[src/pfal_pkg.sv]
// Shared types, constants and helpers for the pool free/active list manager.
package pfal_pkg;

	localparam int NODES  = 64;
	localparam int IDX_W  = $clog2(NODES);
	localparam int CNT_W  = $clog2(NODES + 1);
	localparam int LINK_W = $clog2(NODES + 1);

	// link value that marks "no node"
	localparam logic [LINK_W-1:0] LINK_NONE = LINK_W'(NODES);

	localparam logic CMD_ALLOC = 1'b0;
	localparam logic CMD_FREE  = 1'b1;

	typedef struct packed {
		logic             cmd;
		logic [IDX_W-1:0] node_index;
	} req_t;

	typedef struct packed {
		logic [IDX_W-1:0]  granted_node;
		logic              ok;
		logic [CNT_W-1:0]  free_count;
		logic [CNT_W-1:0]  active_count;
		logic [LINK_W-1:0] active_first;
		logic [LINK_W-1:0] active_last;
	} rsp_t;

	// free queue control
	typedef struct packed {
		logic             pop;
		logic             push;
		logic [IDX_W-1:0] node;
	} fifo_ctl_t;

	// active list link writes, one per array per item
	typedef struct packed {
		logic              next_we;
		logic [IDX_W-1:0]  next_addr;
		logic [LINK_W-1:0] next_data;
		logic              prev_we;
		logic [IDX_W-1:0]  prev_addr;
		logic [LINK_W-1:0] prev_data;
	} link_wr_t;

	// queue position increment with wrap at the pool size
	function automatic logic [IDX_W-1:0] idx_inc(input logic [IDX_W-1:0] p);
		if (p == IDX_W'(NODES - 1)) begin
			return '0;
		end
		return p + IDX_W'(1);
	endfunction

endpackage

[src/pfal_free_fifo.sv]
// Free list kept as a circular queue with a prefetched head entry.
module pfal_free_fifo (
	input  logic                        clk,
	input  logic                        arst_n,
	input  pfal_pkg::fifo_ctl_t         ctl,
	output logic [pfal_pkg::IDX_W-1:0]  head
);

	logic [pfal_pkg::IDX_W-1:0] fmem [pfal_pkg::NODES];
	logic [pfal_pkg::NODES-1:0] written_q;
	logic [pfal_pkg::IDX_W-1:0] rd_q;
	logic [pfal_pkg::IDX_W-1:0] wr_q;
	logic [pfal_pkg::IDX_W-1:0] rd_next;
	logic [pfal_pkg::IDX_W-1:0] frd_q;
	logic [pfal_pkg::IDX_W-1:0] byp_data_q;
	logic                       byp_q;
	logic                       dflt_q;

	assign rd_next = ctl.pop ? pfal_pkg::idx_inc(rd_q) : rd_q;

	// slot i holds node i until first written
	assign head = byp_q ? byp_data_q : (dflt_q ? rd_q : frd_q);

	always_ff @(posedge clk) begin
		if (ctl.push) begin
			fmem[wr_q] <= ctl.node;
		end
		frd_q <= fmem[rd_next];
	end

	always_ff @(posedge clk) begin
		byp_data_q <= ctl.node;
	end

	always_ff @(posedge clk or negedge arst_n) begin
		if (!arst_n) begin
			rd_q      <= '0;
			wr_q      <= '0;
			written_q <= '0;
			byp_q     <= 1'b0;
			dflt_q    <= 1'b1;
		end else begin
			rd_q   <= rd_next;
			byp_q  <= ctl.push && (wr_q == rd_next);
			dflt_q <= !written_q[rd_next];
			if (ctl.push) begin
				wr_q            <= pfal_pkg::idx_inc(wr_q);
				written_q[wr_q] <= 1'b1;
			end
		end
	end

endmodule

[src/pfal_link_store.sv]
// Next/prev link memories of the active list, one write and one read port each.
module pfal_link_store (
	input  logic                        clk,
	input  pfal_pkg::link_wr_t          wr,
	input  logic                        rd_en,
	input  logic [pfal_pkg::IDX_W-1:0]  rd_addr,
	output logic [pfal_pkg::LINK_W-1:0] next_rd,
	output logic [pfal_pkg::LINK_W-1:0] prev_rd
);

	logic [pfal_pkg::LINK_W-1:0] nmem [pfal_pkg::NODES];
	logic [pfal_pkg::LINK_W-1:0] pmem [pfal_pkg::NODES];
	logic [pfal_pkg::LINK_W-1:0] nrd_q;
	logic [pfal_pkg::LINK_W-1:0] prd_q;

	assign next_rd = nrd_q;
	assign prev_rd = prd_q;

	// read data forwards a write to the same entry in the same cycle
	always_ff @(posedge clk) begin
		if (wr.next_we) begin
			nmem[wr.next_addr] <= wr.next_data;
		end
		if (rd_en) begin
			if (wr.next_we && (wr.next_addr == rd_addr)) begin
				nrd_q <= wr.next_data;
			end else begin
				nrd_q <= nmem[rd_addr];
			end
		end
	end

	always_ff @(posedge clk) begin
		if (wr.prev_we) begin
			pmem[wr.prev_addr] <= wr.prev_data;
		end
		if (rd_en) begin
			if (wr.prev_we && (wr.prev_addr == rd_addr)) begin
				prd_q <= wr.prev_data;
			end else begin
				prd_q <= pmem[rd_addr];
			end
		end
	end

endmodule

[src/pool_free_active_list_manager.sv]
// Pool free/active list manager: allocate and release nodes of a fixed pool.
//
// Request channel (req_valid / req_stall / req): cmd selects allocate or
// release of req.node_index. Allocate hands out the oldest free node and
// appends it to the active list; release unlinks an active node and queues
// it as the newest free node. Releasing a node that is not active is ignored.
// Response channel (rsp_valid / rsp_stall / rsp): one item per request with
// the granted node, ok, both list counts and the active head and tail.
// Throughput: one item per cycle while rsp is not stalled; the next request's
// link read overlaps the current item's link update in the two link memories.
// When rsp is stalled the response register holds and the item behind it
// waits in the request register; req_stall rises only while both are full.
// Reset: all free nodes queued 0 to NODES-1, active list empty, no items
// in flight. No clearing pass is needed; free queue slots start out as
// their own index.
module pool_free_active_list_manager (
	input  logic            clk,
	input  logic            arst_n,
	input  logic            req_valid,
	output logic            req_stall,
	input  pfal_pkg::req_t  req,
	output logic            rsp_valid,
	input  logic            rsp_stall,
	output pfal_pkg::rsp_t  rsp
);

	logic                        valid_s1_q;
	logic                        cmd_s1;
	logic [pfal_pkg::IDX_W-1:0]  idx_s1;
	logic                        rsp_valid_q;
	pfal_pkg::rsp_t              rsp_q;
	logic [pfal_pkg::NODES-1:0]  in_use_q;
	logic [pfal_pkg::LINK_W-1:0] busy_first_q;
	logic [pfal_pkg::LINK_W-1:0] busy_last_q;
	logic [pfal_pkg::CNT_W-1:0]  free_total_q;
	logic [pfal_pkg::CNT_W-1:0]  busy_total_q;

	logic                        s1_go;
	logic                        req_fire;
	logic [pfal_pkg::IDX_W-1:0]  free_head;
	logic [pfal_pkg::LINK_W-1:0] next_rd;
	logic [pfal_pkg::LINK_W-1:0] prev_rd;
	logic [pfal_pkg::LINK_W-1:0] idx_ext;
	logic [pfal_pkg::LINK_W-1:0] head_ext;
	logic [pfal_pkg::LINK_W-1:0] nx;
	logic [pfal_pkg::LINK_W-1:0] pv;

	pfal_pkg::fifo_ctl_t         fifo_ctl;
	pfal_pkg::link_wr_t          link_wr;
	logic                        ok;
	logic [pfal_pkg::IDX_W-1:0]  granted;
	logic [pfal_pkg::IDX_W-1:0]  use_addr;
	logic [pfal_pkg::LINK_W-1:0] busy_first_d;
	logic [pfal_pkg::LINK_W-1:0] busy_last_d;
	logic [pfal_pkg::CNT_W-1:0]  free_total_d;
	logic [pfal_pkg::CNT_W-1:0]  busy_total_d;

	assign s1_go     = valid_s1_q && (!rsp_valid_q || !rsp_stall);
	assign req_stall = valid_s1_q && rsp_valid_q && rsp_stall;
	assign req_fire  = req_valid && !req_stall;
	assign rsp_valid = rsp_valid_q;
	assign rsp       = rsp_q;

	assign idx_ext  = pfal_pkg::LINK_W'(idx_s1);
	assign head_ext = pfal_pkg::LINK_W'(free_head);
	// tail's next and head's prev are implied, never read from memory
	assign nx = (idx_ext == busy_last_q)  ? pfal_pkg::LINK_NONE : next_rd;
	assign pv = (idx_ext == busy_first_q) ? pfal_pkg::LINK_NONE : prev_rd;

	pfal_free_fifo u_free (
		.clk    (clk),
		.arst_n (arst_n),
		.ctl    (fifo_ctl),
		.head   (free_head)
	);

	pfal_link_store u_links (
		.clk     (clk),
		.wr      (link_wr),
		.rd_en   (req_fire),
		.rd_addr (req.node_index),
		.next_rd (next_rd),
		.prev_rd (prev_rd)
	);

	always_comb begin
		fifo_ctl     = '0;
		link_wr      = '0;
		ok           = 1'b0;
		granted      = '0;
		use_addr     = idx_s1;
		busy_first_d = busy_first_q;
		busy_last_d  = busy_last_q;
		free_total_d = free_total_q;
		busy_total_d = busy_total_q;
		case (cmd_s1)
			pfal_pkg::CMD_ALLOC: begin
				if (free_total_q != '0) begin
					ok                = 1'b1;
					granted           = free_head;
					use_addr          = free_head;
					fifo_ctl.pop      = 1'b1;
					link_wr.prev_we   = 1'b1;
					link_wr.prev_addr = free_head;
					link_wr.prev_data = busy_last_q;
					if (busy_last_q != pfal_pkg::LINK_NONE) begin
						link_wr.next_we   = 1'b1;
						link_wr.next_addr = busy_last_q[pfal_pkg::IDX_W-1:0];
						link_wr.next_data = head_ext;
					end else begin
						busy_first_d = head_ext;
					end
					busy_last_d  = head_ext;
					free_total_d = free_total_q - pfal_pkg::CNT_W'(1);
					busy_total_d = busy_total_q + pfal_pkg::CNT_W'(1);
				end
			end
			pfal_pkg::CMD_FREE: begin
				if ((idx_ext < pfal_pkg::LINK_NONE) && in_use_q[idx_s1]) begin
					ok                = 1'b1;
					fifo_ctl.push     = 1'b1;
					fifo_ctl.node     = idx_s1;
					link_wr.prev_we   = (nx != pfal_pkg::LINK_NONE);
					link_wr.prev_addr = nx[pfal_pkg::IDX_W-1:0];
					link_wr.prev_data = pv;
					link_wr.next_we   = (pv != pfal_pkg::LINK_NONE);
					link_wr.next_addr = pv[pfal_pkg::IDX_W-1:0];
					link_wr.next_data = nx;
					if (busy_first_q == idx_ext) begin
						busy_first_d = nx;
					end
					if (busy_last_q == idx_ext) begin
						busy_last_d = pv;
					end
					free_total_d = free_total_q + pfal_pkg::CNT_W'(1);
					busy_total_d = busy_total_q - pfal_pkg::CNT_W'(1);
				end
			end
			default: ;
		endcase
		if (!s1_go) begin
			fifo_ctl.pop    = 1'b0;
			fifo_ctl.push   = 1'b0;
			link_wr.next_we = 1'b0;
			link_wr.prev_we = 1'b0;
		end
	end

	always_ff @(posedge clk) begin
		if (req_fire) begin
			cmd_s1 <= req.cmd;
			idx_s1 <= req.node_index;
		end
		if (s1_go) begin
			rsp_q.granted_node <= granted;
			rsp_q.ok           <= ok;
			rsp_q.free_count   <= free_total_d;
			rsp_q.active_count <= busy_total_d;
			rsp_q.active_first <= busy_first_d;
			rsp_q.active_last  <= busy_last_d;
		end
	end

	always_ff @(posedge clk or negedge arst_n) begin
		if (!arst_n) begin
			valid_s1_q   <= 1'b0;
			rsp_valid_q  <= 1'b0;
			in_use_q     <= '0;
			busy_first_q <= pfal_pkg::LINK_NONE;
			busy_last_q  <= pfal_pkg::LINK_NONE;
			free_total_q <= pfal_pkg::CNT_W'(pfal_pkg::NODES);
			busy_total_q <= '0;
		end else begin
			if (req_fire) begin
				valid_s1_q <= 1'b1;
			end else if (s1_go) begin
				valid_s1_q <= 1'b0;
			end
			if (s1_go) begin
				rsp_valid_q <= 1'b1;
			end else if (!rsp_stall) begin
				rsp_valid_q <= 1'b0;
			end
			if (s1_go) begin
				if (ok) begin
					in_use_q[use_addr] <= (cmd_s1 == pfal_pkg::CMD_ALLOC);
				end
				busy_first_q <= busy_first_d;
				busy_last_q  <= busy_last_d;
				free_total_q <= free_total_d;
				busy_total_q <= busy_total_d;
			end
		end
	end

endmodule

[config.mk]
export PLATFORM = sky130hd
export DESIGN_NAME = pool_free_active_list_manager
export DESIGN_NICKNAME = d
export VERILOG_FILES = /design/src/pfal_pkg.sv /design/src/pfal_free_fifo.sv /design/src/pfal_link_store.sv /design/src/pool_free_active_list_manager.sv
export SDC_FILE = /design/constraint.sdc
export NUM_CORES = 2
export LEC_CHECK = 0
export BUFFER_PORTS_ARGS = -buffer_cell sky130_fd_sc_hd__buf_2
export CAP_MARGIN = 20
export CELL_PAD_IN_SITES_DETAIL_PLACEMENT = 1
export CELL_PAD_IN_SITES_GLOBAL_PLACEMENT = 1
export CORE_MARGIN = 2
export CORE_UTILIZATION = 30
export CTS_CLUSTER_DIAMETER = 30
export DETAILED_ROUTE_END_ITERATION = 8
export PLACE_DENSITY = 0.46
export SYNTH_ARGS = -nofsm -noshare
export SYNTH_HDL_FRONTEND = slang
export SYNTH_SLANG_ARGS = --single-unit
[constraint.sdc]
create_clock -name clk -period 7.26 [get_ports clk]
set_clock_uncertainty 0.05 [all_clocks]
set_input_delay 0.363 -clock clk [delete_from_list [all_inputs] [get_ports clk]]
set_output_delay 0.363 -clock clk [all_outputs]
set_load 0.03 [all_outputs]
# Word level (Yosys, flattened, before mapping)
# Memories as Yosys holds them, arrays and structs flattened. A register that Yosys moved wholly into a read port is not among the register bits.
# Cells that the tools add are included.
dict set report totals {
  register_bits 220
  latchBits 0
  ram_bits 1280
  rom_bits 0
  in_bits 11
  elab_cells 129
  memories 3
}
dict set report classes {
  addsub 6
  n_mul 0
  div_mod_pow 0
  n_lt_le_gt_ge 7
  n_eq_ne 11
  shifts 0
  n_mux 61
  n_bitwise 3
  reduce_logical 17
}
# memory words word_bits read_ports rd_ports_with_merged_regs write_ports line_no
set mem_list {}
lappend mem_list {u_links.nmem 64 7 1 1 1 pfal_link_store.sv:11} ;# logic [pfal_pkg::LINK_W-1:0] nmem [pfal_pkg::NODES];
lappend mem_list {u_links.pmem 64 7 1 1 1 pfal_link_store.sv:12} ;# logic [pfal_pkg::LINK_W-1:0] pmem [pfal_pkg::NODES];
lappend mem_list {u_free.fmem 64 6 1 1 1 pfal_free_fifo.sv:9} ;# logic [pfal_pkg::IDX_W-1:0] fmem [pfal_pkg::NODES];
# operator count
set ops {}
lappend ops {{$mux 7} 15}
lappend ops {{$bwmux 64} 1}
lappend ops {{$or 64x64->64} 1}
lappend ops {{$mux 28} 2}
lappend ops {{$pmux 28 s2} 1}
lappend ops {{$pmux 7 s2} 4}
lappend ops {{$mux 6} 9}
lappend ops {{$lt 6x7->1 const B} 5}
lappend ops {{$mux 1} 22}
lappend ops {{$ne 7x7->1 const B} 3}
lappend ops {{$add 7x1->7 const B} 2}
lappend ops {{$eq 6x7->1} 2}
lappend ops {{$eq 7x6->1} 2}
lappend ops {{$mux 14} 1}
lappend ops {{$sub 7x1->7 const B} 2}
lappend ops {{$add 6x1->6 const B} 2}
lappend ops {{$bmux 1 s6} 2}
lappend ops {{$demux 1 s6} 2}
lappend ops {{$eq 6x6->1 const B} 2}
lappend ops {{$ge 6x1->1 const B} 2}
lappend ops {{$logic_and 1x1->1} 8}
lappend ops {{$reduce_bool 7->1} 1}
lappend ops {{$eq 6x6->1} 1}
lappend ops {{$logic_not 1->1} 4}
lappend ops {{other kinds (8)} 9}

# Depth between registers and ports, before layout
dict set report depth {
  depth_word 10
  mapped_depth 16
  ltp_nobuf 12
}

# Cells and area by module
# Synthesis repeated with hierarchy kept, for this count alone.
dict set report hier_totals {
  hier_cells 4127
  area_unflattened_um2 63144.3
}
# module n_inst cells_per_inst area_per_inst_um2
set by_module_without_submodules {}
lappend by_module_without_submodules {pfal_link_store 1 1999 36159.7}
lappend by_module_without_submodules {pfal_free_fifo 1 1289 19032.0}
lappend by_module_without_submodules {pool_free_active_list_manager 1 839 7952.6}

# Worst setup path after synthesis
# Ideal clock, no wire load.
dict set report synth_timing {
  kind {register to register}
  start {reg idx_s1[0] (netlist bit)}
  end {mem u_links.pmem[0][2] (netlist bit), data pin}
  setup_time_ns 0.710
  t_arrival_ns 5.736
  required_time_ns 6.500
  path_slack_ns 0.763
  stages_incl_launch_ff 11
  path_buffers 3
  synth_period_minus_slack_ns 6.497
  cell_sequence {edfxtp_1 > buf_6 > buf_8 > mux2i_1 > mux4_2 > a221oi_2 > nand3_2 > inv_1 > nor2_1 > clkbuf_1 > o21ai_0}
}
# item line_no
set synth_rtl {}
lappend synth_rtl {{start: declaration} pool_free_active_list_manager.sv:29} ;# logic [pfal_pkg::IDX_W-1:0] idx_s1;
lappend synth_rtl {{start signal: assignment} pool_free_active_list_manager.sv:152} ;# idx_s1 <= req.node_index;
lappend synth_rtl {{end: declaration} pfal_link_store.sv:12}

# Final worst setup path
dict set report layout_timing {
  start {reg idx_s1[0] (netlist bit)}
  end {mem u_links.nmem[29][6] (netlist bit), enable pin}
}
dict set report layout_via {
  elab_chain_cells 8
}
# item line_no
set layout_lines {}
lappend layout_lines {{$bmux 1 s6 / $eq 6x7->1 (equally long branches)} {pool_free_active_list_manager.sv:119, pool_free_active_list_manager.sv:68}}
lappend layout_lines {{$mux 1 (implied by the code) / $mux 7 (equally long branches)} {pool_free_active_list_manager.sv:119, pool_free_active_list_manager.sv:68}}
lappend layout_lines {{$logic_and 1x1->1 / $ne 7x7->1 (equally long branches)} {pool_free_active_list_manager.sv:119, pool_free_active_list_manager.sv:126}}
lappend layout_lines {{$mux 28 *} pool_free_active_list_manager.sv:119} ;# if ((idx_ext < pfal_pkg::LINK_NONE) && in_use_q[idx_s1]) begin
lappend layout_lines {{$pmux 28 s2 *} pool_free_active_list_manager.sv:96} ;# case (cmd_s1)
lappend layout_lines {{$mux 1} pool_free_active_list_manager.sv:141} ;# if (!s1_go) begin
lappend layout_lines {{$mux 1} pfal_link_store.sv:21} ;# if (wr.next_we) begin
lappend layout_lines {{$mux 1 (implied by the code)} pfal_link_store.sv:22} ;# nmem[wr.next_addr] <= wr.next_data;
lappend layout_lines {{end: declaration} pfal_link_store.sv:11}
# Every way passes the cells marked *; elsewhere a longest branch is shown, timed or not. The select of a mux whose other input is x is not followed.

==> impl_metrics.tcl <==
set metrics [dict create \
    ant_nets 0 \
    clock_path_buffers 4 \
    clkLatencyLatePin_ns 0.95 \
    power.density_nw_per_um2 416 \
    r2r_slack_ns 1.47 \
    rr_endpoint "u_links.nmem[29][6]" \
    final_area_sq_um 78200 \
    ys_seq_elements 1520 \
    drc 0 \
    ios 48 \
    via_per_inst 5.01 \
    core-area_sq_um 205000 \
    die_h_um 457 \
    synth_fp_nets 3483 \
    critPathKind "register to register" \
    r2r-start "idx_s1[0]" \
    root_buffer "clkbuf_16" \
    grt_pass1_vias 36800 \
    antenna_found_initial 3 \
    layout.nets 3811 \
    mostFrequentLayoutCell "edfxtp_1" \
    cts-htree-levels 5 \
    grt_setup_unrepaired "no" \
    mostFrequentLayoutCells "edfxtp_1, clkbuf_16, mux4_2, nor2_1, nand2_1" \
    hp-start "req[5]" \
    fin_setup_tns_ns 0 \
    finalWorstSetupSlack_ns 1.47 \
    dp_hpwl_um 112000 \
    cpPeakStageDelay_ns 0.82 \
    syn-cell-area_sq_um 61700 \
    rows 166 \
    post-route-min-period_ns 5.79 \
    grt_pass1_wl_um 270000 \
    fin_crit_sh 0.797 \
    synth_area_leaders "edfxtp_1, mux4_2, dfrtp_1, nor2_1, nand2_1" \
    cp_cell_sequence "buf_4 -> mux2i_1 -> mux4_2 -> a221oi_2 -> nand3_2 -> a21oi_2 -> a22oi_1 -> nor3b_1 -> nand3_1 -> nor2_1" \
    syn_to_final_growth_pct 26.7 \
    yosysWarnings 0 \
    clkPwrFrac 0.513 \
    post_cts_resized 0 \
    synth_top_area_share 0.650 \
    final_util 0.382 \
    grt.total_usage 0.176 \
    yosys.area.top_type "edfxtp_1" \
    swShare 0.273 \
    place_ws_ns 1.45 \
    ir_drop_uv 386 \
    fp.dieArea_sq_um 209000 \
    hold-path-endpoint "idx_s1[5]" \
    synthCells 3466 \
    cp_top_family "simple AND/OR/NAND/NOR gates" \
    synthFlopType "edfxtp_1" \
    min_path_type "input pin to register" \
    start_util 0.302 \
    status "completed" \
    grt_start_max_net_pins 123 \
    place_area_sq_um 65200 \
    power.leakage_uw 0.0269 \
    cts.clk_slew.worst_paths_ns 0.04 \
    place_congestion 0.755 \
    synth_edf_count 1336 \
    whs_path_depth 1 \
    tightest_slew_ns 1.08 \
    vias 34000 \
    cts_inserted_buffers 386 \
    endpoint_kind "register" \
    drv_slew 0 \
    synthArstFlopShare 0.113 \
    arrival_ns 6.29 \
    p_sw_uw 8880 \
    synth_area_per_cell_sq_um 17.8 \
    drt-total-wl_um 184000 \
    crit_buf_inv 1 \
    slowest_stage "nand3_1" \
    cp_max_fo 16 \
    cts_tree "yes" \
    drt_iter0_drc 2526 \
    maxCapViolCount 0 \
    p_int_uw 23600 \
    drive_above_1_share 0.294 \
    finalSetupViolCount 0 \
    report.final.hold_viol_count 0 \
    p_seq_frac 0.334 \
    cts_sinks 1520 \
    grt-ovfl-total 0 \
    synthDistinctLibCells 84 \
    routedWlPerCell_um 27.1 \
    numPortBuffers 47 \
    comb_power_share 0.152 \
    max-slew-margin-rel 0.274 \
    first_pass_iters 5 \
    ys_seq_area_frac 0.724 \
    ff2ff_path_depth 10 \
    fmax_ghz 0.173 \
    required_ns 7.76 \
    startpoint_type "register" \
    fp.dieW_um 457 \
]
==> repair_timing <==
item,CTS,global route
hold buffers,12,0
hold endpoints to repair,70,0
setup buffers,0,0
==> layout make-up <==
class,instances,area (sq um)
Antenna cell,1,2.50
Clock inverter,229,2510
Tap cell,2688,3360
Multi-Input combinational cell,1690,16100
Fill cell,19900,126000
Clock buffer,463,10200
Inverter,50,198
Sequential cell,1520,44700
Timing Repair Buffer,146,1140
==> synthesized netlist by cell type (10+ instances only) <==
master / count
edfxtp_1: 1336
mux4_2: 361
nor2_1: 263
nand2_1: 226
dfrtp_1: 168
a21oi_1: 126
clkbuf_1: 118
a31oi_1: 93
mux2i_1: 57
nand3_1: 51
inv_1: 45
buf_1: 40
buf_2: 37
o22ai_1: 34
mux2_2: 33
or2_2: 33
o21bai_1: 32
xnor2_1: 30
and3_1: 29
nor3_1: 25
o21ai_0: 24
a211oi_1: 23
a311oi_1: 21
a22oi_1: 17
xor2_1: 14
a221o_1: 13
nand2b_1: 13
dfxtp_1: 12
and2_1: 11
or3_1: 11
nor4_1: 10
==> metrics by stage <==
step | total power, uW | instances | hold slack, ns
5_1_grt | 33700 | 6787 | 0.0391
3_5_place_dp | 16100 | 6077 | 0.353
3_3_place_gp | 16100 | 6077 | 0.351
4_1_cts | 32900 | 6781 | 0.00662
2_1_floorplan | 13900 | 3466 | 0.0174
6_report | 32500 | 6787 | 0.0327
==> sequential cells by signal, indices dropped and copies added (netlist names), 6 cells and up <==
name	flops
busy_first_q	7
busy_last_q	7
busy_total_q	7
free_total_q	7
idx_s1	6
in_use_q	64
rsp	35
u_free.byp_data_q	6
u_free.fmem	384
u_free.frd_q	6
u_free.rd_q	6
u_free.wr_q	6
u_free.written_q	64
u_links.next_rd	7
u_links.nmem	448
u_links.pmem	448
u_links.prev_rd	7
==> how the worst max path moves through the flow <==
stage | from | end | slack, ns | cells after the start
3_5_place_dp | idx_s1[0] | u_links.nmem[37][5] | 1.45 | 10
2_1_floorplan | idx_s1[0] | u_links.pmem[0][2] | 0.76 | 10
6_report | idx_s1[0] | u_links.nmem[29][6] | 1.47 | 10
5_1_grt | idx_s1[0] | u_links.nmem[29][6] | 1.05 | 10
3_3_place_gp | idx_s1[0] | u_links.nmem[29][4] | 1.55 | 10
4_1_cts | idx_s1[0] | u_links.nmem[29][6] | 1.45 | 10
==> kinds of logic after synthesis <==
group | after synthesis | synth area share
mux | 451 | 0.147
buf+inv | 256 | 0.0175
simple gates | 711 | 0.0516
flops | 1520 | 0.724
fa+ha+maj | 6 | 0.00122
xor+xnor | 45 | 0.00651
compound gates | 477 | 0.0521
==> power by group through the flow <==
stage                     clock [uW]  combinational (uW)  sequential [uW]
after CTS                      17000                5070            10900
after floorplan                    0                2990            10900
after global placement             0                5030            11000
final                          16700                4950            10900
after global routing           17400                5380            10900
after detailed placement           0                5050            11000
==> layer usage <==
| metal | up-vias | GRT usage | part of all wire |
|---|---|---|---|
| li1 | 14700 | - | - |
| met1 | 18200 | 0.242 | 0.46 |
| met2 | 807 | 0.283 | 0.48 |
| met3 | 287 | 0.0334 | 0.041 |
| met4 | 0 | 0.0510 | 0.021 |
| met5 | - | 0 | 0 |
Power figures use the tool's default switching activity.
